--- config.mk ---
export PLATFORM = sky130hd
export DESIGN_NAME = bfi_div
export DESIGN_NICKNAME = d
export VERILOG_FILES = /design/src/rtl/bfi_pkg.sv /design/src/rtl/bfi_div.sv
export SDC_FILE = /design/constraint.sdc
export NUM_CORES = 1
export LEC_CHECK = 0
export BUFFER_PORTS_ARGS = -buffer_cell sky130_fd_sc_hd__buf_2
export CAP_MARGIN = 20
export CORE_UTILIZATION = 25
export DETAILED_ROUTE_END_ITERATION = 6
export SKIP_LAST_GASP = 1
export SYNTH_ARGS = -nofsm -noshare
export SYNTH_HDL_FRONTEND = slang
export SYNTH_SLANG_ARGS = --single-unit
--- constraint.sdc ---
create_clock -name i_clk -period 9.8 [get_ports i_clk]
set_input_delay 2.94 -clock i_clk [delete_from_list [all_inputs] [get_ports i_clk]]
set_output_delay 2.94 -clock i_clk [all_outputs]
set_load 0.01 [all_outputs]
--- src/rtl/bfi_pkg.sv ---
// ----------------------------------------------------------------------------
// Beam gap-fill interpolator package
// Shared sizes, register indexes, sequencer states and the request structs
// that pass between the controller, the beam memory and the divider.
// ----------------------------------------------------------------------------
`default_nettype none

package bfi_pkg;

    localparam int MAX_GATES = 1024;
    localparam int ADDR_W    = $clog2(MAX_GATES);
    localparam int CNT_W     = ADDR_W + 1;
    localparam int VAL_W     = 16;
    // Interpolation numerator: a 16-bit value times a gate distance, plus a step.
    localparam int NUM_W     = VAL_W + ADDR_W + 1;
    // Quotient magnitude never exceeds 2^15, so 16 quotient bits suffice.
    localparam int QUOT_W    = VAL_W;
    localparam int DIV_STEPS = 4;
    localparam int DIV_CYCLES = QUOT_W / DIV_STEPS;
    localparam int DIV_CNT_W = $clog2(DIV_CYCLES);

    localparam logic REG_VALID_MIN = 1'b0;
    localparam logic REG_VALID_MAX = 1'b1;

    localparam logic MODE_LOAD  = 1'b0;
    localparam logic MODE_DRAIN = 1'b1;

    typedef enum logic [2:0] {
        ST_IDLE,
        ST_DRAIN_RD,
        ST_SCAN_RD,
        ST_SCAN_CHK,
        ST_FILL,
        ST_MUL,
        ST_DIV_GO,
        ST_DIV_WAIT
    } t_state;

    typedef struct packed {
        logic              we;
        logic [ADDR_W-1:0] waddr;
        logic [VAL_W-1:0]  wdata;
        logic [ADDR_W-1:0] raddr;
    } t_ram_req;

    typedef struct packed {
        logic                    start;
        logic signed [NUM_W-1:0] num;
        logic [ADDR_W-1:0]       den;
    } t_div_req;

endpackage

`default_nettype wire

--- src/rtl/bfi_div.sv ---
// ----------------------------------------------------------------------------
// Interpolation divider
// Signed numerator over an unsigned gate distance, truncated toward zero.
// Restoring division on the magnitude, four quotient bits per cycle.
// ----------------------------------------------------------------------------
`default_nettype none

module bfi_div
    import bfi_pkg::*;
(
    input  logic                    i_clk,
    input  logic                    i_rst_n,
    input  t_div_req                i_req,
    output logic                    o_done,
    output logic signed [VAL_W-1:0] o_quot
);

    logic                 r_busy;
    logic                 r_done;
    logic [DIV_CNT_W-1:0] r_cnt;
    logic [ADDR_W-1:0]    r_rem;
    logic [QUOT_W-1:0]    r_quo;
    logic [ADDR_W-1:0]    r_den;
    logic                 r_neg;

    logic [NUM_W-1:0]  w_abs;
    logic [ADDR_W:0]   w_trial;
    logic [ADDR_W-1:0] w_rem;
    logic [QUOT_W-1:0] w_quo;
    logic [QUOT_W-1:0] w_neg_quo;

    assign w_abs = i_req.num[NUM_W-1] ? NUM_W'(-i_req.num) : NUM_W'(i_req.num);

    // The quotient fits in QUOT_W bits, so the bits above it start out as a
    // partial remainder already below the divisor.
    always_comb begin
        w_rem   = r_rem;
        w_quo   = r_quo;
        w_trial = '0;
        for (int s = 0; s < DIV_STEPS; s++) begin
            w_trial = {w_rem, w_quo[QUOT_W-1]};
            w_quo   = {w_quo[QUOT_W-2:0], 1'b0};
            if (w_trial >= {1'b0, r_den}) begin
                w_rem    = ADDR_W'(w_trial - {1'b0, r_den});
                w_quo[0] = 1'b1;
            end else begin
                w_rem = w_trial[ADDR_W-1:0];
            end
        end
    end

    always_ff @(posedge i_clk) begin
        if (!i_rst_n) begin
            r_busy <= 1'b0;
            r_done <= 1'b0;
            r_cnt  <= '0;
        end else begin
            r_done <= 1'b0;
            if (i_req.start) begin
                r_busy <= 1'b1;
                r_cnt  <= '0;
            end else if (r_busy) begin
                r_cnt <= r_cnt + 1'b1;
                if (r_cnt == DIV_CNT_W'(DIV_CYCLES - 1)) begin
                    r_busy <= 1'b0;
                    r_done <= 1'b1;
                end
            end
        end
    end

    always_ff @(posedge i_clk) begin
        if (i_req.start) begin
            r_rem <= w_abs[QUOT_W+ADDR_W-1:QUOT_W];
            r_quo <= w_abs[QUOT_W-1:0];
            r_den <= i_req.den;
            r_neg <= i_req.num[NUM_W-1];
        end else if (r_busy) begin
            r_rem <= w_rem;
            r_quo <= w_quo;
        end
    end

    assign w_neg_quo = QUOT_W'(0) - r_quo;
    assign o_done    = r_done;
    assign o_quot    = $signed(r_neg ? w_neg_quo : r_quo);

endmodule

`default_nettype wire

Word-level counts from Yosys, hierarchy flattened
Index checks and enable logic that the tools add are counted.
- output and inout port bits: 17
- register bits after elaboration: 41
- reductions and logical operators: 3
- bitwise operators: 2
- eq/ne operators: 1
- muxes and demuxes: 18
- order comparisons: 4
- add/sub/neg operators: 7
- operators by type and width (cell ; count):
    $mux 10 ; 6
    $mux 16 ; 3
    $ge 11x10->1 ; 4
    $sub 10x10->10 ; 4
    $mux 26 ; 1
    $neg 26->26 ; 1
    $sub 1x16->16 const A ; 1
    $mux 1 ; 8
    $reduce_or 3->1 ; 1
    $add 2x1->2 const B ; 1
    $eq 2x2->1 const B ; 1
    $not 1->1 ; 2
    $reduce_bool 2->1 ; 1
    $reduce_or 2->1 ; 1

Longest topological paths before layout
- word-level depth: 10
- depth in mapped cells: 40
- mapped depth without buffers: 38

Least setup slack after synthesis
Ideal clock, no wire load.
- kind: register to register
- from: register r_rem[4]
- to: register r_rem[2], data pin
- path slack: 1.773 ns
- stages on the path, launching flop included: 35
- data arrival time: 7.766 ns
- period minus slack after synthesis: 8.027 ns
- cell sequence: edfxtp_1 > ha_1 > and4_1 > nand2_1 > o31ai_1 > a211o_1 > buf_1 > nor2_1 > a21oi_1 > ha_1 > a2111oi_0 > a211oi_1 > a2111oi_2 > o31ai_2 > buf_2 > o21ai_0 > inv_1 > ha_1 > nor2b_1 > o31a_1 > o21ai_1 > a21oi_1 > or3_1 > nand2_1 > buf_2 > mux2i_1 > ha_1 > o21ai_0 > a21boi_1 > o21ai_0 > a21oi_1 > a41oi_1 > o21a_1 > a31oi_1 > a221o_1
- word-level cells in the longest chain between the ends: 10
- RTL lines (element ; RTL line ; RTL):
    start, declared ; bfi_div.sv:21 ; logic [ADDR_W-1:0] r_rem;
    start signal, assigned ; bfi_div.sv:74 ; r_rem <= w_abs[QUOT_W+ADDR_W-1:QUOT_W];
    start signal, assigned ; bfi_div.sv:79 ; r_rem <= w_rem;
    $sub 10x10->10 or $ge 11x10->1 (tied branches) ; bfi_div.sv:44, bfi_div.sv:43 ;
    $mux 10 * ; bfi_div.sv:43 ; if (w_trial >= {1'b0, r_den}) begin
    $sub 10x10->10 or $ge 11x10->1 (tied branches) ; bfi_div.sv:44, bfi_div.sv:43 ;
    $mux 10 * ; bfi_div.sv:43 ;
    $sub 10x10->10 or $ge 11x10->1 (tied branches) ; bfi_div.sv:44, bfi_div.sv:43 ;
    $mux 10 * ; bfi_div.sv:43 ;
    $ge 11x10->1 or $sub 10x10->10 (tied branches) ; bfi_div.sv:43, bfi_div.sv:44 ;
    $mux 10 * ; bfi_div.sv:43 ;
    $mux 10 * ; bfi_div.sv:78 ; end else if (r_busy) begin
    $mux 10 * ; bfi_div.sv:73 ; if (i_req.start) begin
Mark *: on every way between the ends. The rest lies on a longest branch, timed or not. The select of a mux whose other input is x is not followed.
A chain may end at the register's enable or synchronous reset.

Worst setup path in the final report
- from: register r_den[1]
- to: register r_rem[7], data pin
- word-level cells in the longest chain between the ends: 10
- RTL lines (element ; RTL line ; RTL):
    start, declared ; bfi_div.sv:23 ; logic [ADDR_W-1:0] r_den;
    start signal, assigned ; bfi_div.sv:76 ; r_den <= i_req.den;
    $sub 10x10->10 or $ge 11x10->1 (tied branches) ; bfi_div.sv:44, bfi_div.sv:43 ;
    $mux 10 ; bfi_div.sv:43 ;
    $sub 10x10->10 or $ge 11x10->1 (tied branches) ; bfi_div.sv:44, bfi_div.sv:43 ;
    $mux 10 ; bfi_div.sv:43 ;
    $sub 10x10->10 or $ge 11x10->1 (tied branches) ; bfi_div.sv:44, bfi_div.sv:43 ;
    $mux 10 ; bfi_div.sv:43 ;
    $sub 10x10->10 or $ge 11x10->1 (tied branches) ; bfi_div.sv:44, bfi_div.sv:43 ;
    $mux 10 * ; bfi_div.sv:43 ;
    $mux 10 * ; bfi_div.sv:78 ;
    $mux 10 * ; bfi_div.sv:73 ;
Marks and branches as above.

==> flow_metrics.py <==
metrics = {
    "worst_setup_path": {
        "crit_top_cell": "ha_1",
        "crit_end": "r_rem[7]",
        "rrSetupSlack_ps": 870,
        "crit_type": "flip-flop to flip-flop",
        "crit_fanout": 16,
        "r2r_end": "r_rem[7]",
        "r2r-start": "r_den[1]",
        "startpoint": "r_den[1]",
        "arrival_ps": 8960,
        "max_stage_delay_ps": 510,
        "crit_slowest_cell": "edfxtp_1",
        "worst_setup_path_start_kind": "flip-flop",
        "cp-end-kind": "flip-flop",
        "reg2reg_depth": 36,
        "worst_ep_required_time_ps": 9840,
    },
    "routing": {
        "drt-total-wl_um": 13300,
        "wl_per_cell_um": 16.0,
        "antenna_left": 0,
        "dr.pass1.iters": 5,
        "vias_per_cell": 5.17,
        "drtIter0Drc": 210,
        "via_count": 4306,
        "drcViolationCount": 0,
    },
    "layout": {
        "final_cell_count_no_fill": 833,
        "multi_input_area_sq_um": 3410,
        "diodes": 0,
        "drive_gt1_share_pct": 15.9,
        "final_area_sq_um": 5470,
        "area_delta_synth_final_pct": 15.1,
        "fill_cells": 1954,
        "seqCellArea_sq_um": 1190,
        "layout.nets": 685,
    },
    "synth": {
        "synth.avg_cell_area_sq_um": 8.71,
        "syn-num-nets": 633,
        "yosysSeqAreaShare_pct": 25.0,
        "synth_enable_flop_cells": 37,
        "yosysTopAreaCell": "edfxtp_1",
        "yosysWarnings": 0,
        "synthTopCellsByCount": "ha_1 (43), xnor2_1 (40), a21oi_1 (39), nand2_1 (39), nor2_1 (38)",
        "async_flop_share_pct": 0,
        "yosysMostFrequentCell": "ha_1",
        "yosys-top-cells-area": "edfxtp_1 (23%), ha_1 (11%), xnor2_1 (7.4%), xor2_1 (4.4%), a21oi_1 (4.1%)",
        "synthCells": 546,
        "synthFlopType": "edfxtp_1",
        "synth_top_area_share_pct": 23.4,
        "synthDistinctLibCells": 65,
        "ys_seq_elements": 41,
        "syn-cell-area_sq_um": 4760,
    },
    "global_routing": {
        "grtUsageTotal_pct": 13.6,
        "gr-total-overflow": 0,
        "antenna_found_initial": 0,
        "grt_max_degree": 54,
        "grt_pass1_vias": 4047,
        "grt_pass1_wl_um": 20900,
    },
    "cts": {
        "cts_tree": "yes",
        "path_clk_slew_ps": 60,
        "clk_latency_ps": 290,
        "root_buffer": "clkbuf_16",
        "clock-sinks": 41,
        "cts_made_buffers": 5,
        "htree_levels": 2,
        "hold_buffers": 0,
        "cts_buffer_depth": 2,
    },
    "sta": {
        "fin_worst_skew_ps": 5.04,
        "rsz0062_at_grt": "no",
        "fin_crit_ps": 8930,
        "period_share_pct": 91.1,
        "worst_pin_slew_ps": 1050,
        "setup_viol": 0,
        "fmax_mhz": 112,
        "finalMaxSlewViolations": 0,
        "fin_tns_setup_ps": 0,
        "maxSlewHeadroom_pct": 29.9,
        "finalHoldViolations": 0,
    },
    "placed_design": {
        "placed_area_sq_um": 5290,
        "place_hpwl_um": 10600,
        "dp.cells": 825,
        "gp_congestion": 0.911,
        "numPortBuffers": 56,
    },
    "floorplan": {
        "dieArea_sq_um": 19600,
        "die_x_um": 140,
        "initial_core_util_pct": 25.4,
        "num_rows": 50,
        "pin_count": 57,
        "core_sq_um": 18700,
        "die_y_um": 140,
    },
    "hold_path": {
        "hp-class": "flip-flop to flip-flop",
    },
    "outcome": {
        "status": "finished, final reports clean",
    },
    "flow_run": {
        "drv_cap": 0,
    },
}
worst min-delay path by stage:
stage	start	endpoint	slack (ps)	depth (start not counted)
detailed placement	r_busy	o_done	490	2
global placement	r_cnt[1]	r_cnt[1]	480	2
CTS	r_busy	o_done	500	2
global route	r_busy	o_done	540	2
finish	r_busy	o_done	510	2
floorplan	r_busy	o_done	460	2
registers in the layout, summed over array words and instances, names as in the netlist:
register / cells
r_busy: 1
r_quo: 16
r_rem: 10
o_done: 1
r_neg: 1
r_cnt: 2
r_den: 10
stage by stage:
stage / hold slack (ps) / worst slack, ps / utilization (%)
finish: 505 / 872 / 29.3
global route: 540 / 4.43 / 29.3
CTS: 504 / 546 / 29.2
detailed placement: 490 / 582 / 28.3
global placement: 484 / 840 / 28.3
floorplan: 464 / 1770 / -
logic make-up (layout without fill, tap and decap cells):
logic type                 Yosys count  in the layout  synth area share (%)
AOI/OAI and AO/OA                  160            160                  23.2
xor gates and xnor gates            64             64                  11.8
adders and majority gates           47             47                  13.0
buffers and inverters               44             97                  3.60
DFF                                 41             41                  25.0
muxes                               23             23                  5.16
and+or+nand+nor                    167            167                  18.3
layout by cell type (no fill, tap or decap), types with 4 or more instances in the layout:
cell type | synthesis | layout
buf_2 | 2 | 56
ha_1 | 43 | 43
xnor2_1 | 40 | 40
a21oi_1 | 39 | 39
nand2_1 | 39 | 38
nor2_1 | 38 | 38
edfxtp_1 | 37 | 37
inv_1 | 32 | 32
o21ai_0 | 25 | 24
xor2_1 | 24 | 24
a21o_1 | 15 | 15
o31ai_1 | 13 | 13
o21ai_1 | 13 | 13
nand2b_1 | 13 | 13
nor2b_1 | 12 | 12
nand3_1 | 11 | 11
nor3_1 | 11 | 11
mux2i_1 | 11 | 9
mux2_2 | 8 | 8
a221o_1 | 8 | 8
o21a_1 | 6 | 6
or3_1 | 6 | 6
clkbuf_16 | 0 | 5
and4_1 | 4 | 4
a211oi_1 | 4 | 4
o31ai_2 | 4 | 4
mux2_1 | 4 | 4
or4_1 | 4 | 4
and2_1 | 4 | 4
and2_0 | 4 | 4
fa_1 | 4 | 4
dfxtp_1 | 4 | 4
cell type report:
cell class,count,area share (%)
Clock inverter,3,0.846
Multi-Input combinational cell,461,62.3
Clock buffer,5,2.29
Inverter,32,2.19
Timing Repair Buffer,57,5.26
Tap cell,234,5.35
Sequential cell,41,21.8
worst max-delay path, delay by kind of cell, from the launching register on:
kind	cells	cell delay, ps
compound gates	22	5180
fa+ha+maj	4	1170
simple gates	6	980
flops	1	510
buf+inv	3	430
mux	1	390
metal layers:
metal  part of all wire, %  track usage [%]
met4                   2.7             5.15
met5                     0                0
met3                   4.6             1.44
met2                    48             23.1
met1                    45             17.6
timing repair:
action,in CTS,in global routing
buffers inserted,0,0
resized for setup,0,7
endpoints found under the hold margin,0,0
setup endpoints to repair,0,11
Power is left out: the tool's default activity adds up to more than one toggle a clock period on the data nets, which glitch-free logic cannot reach.
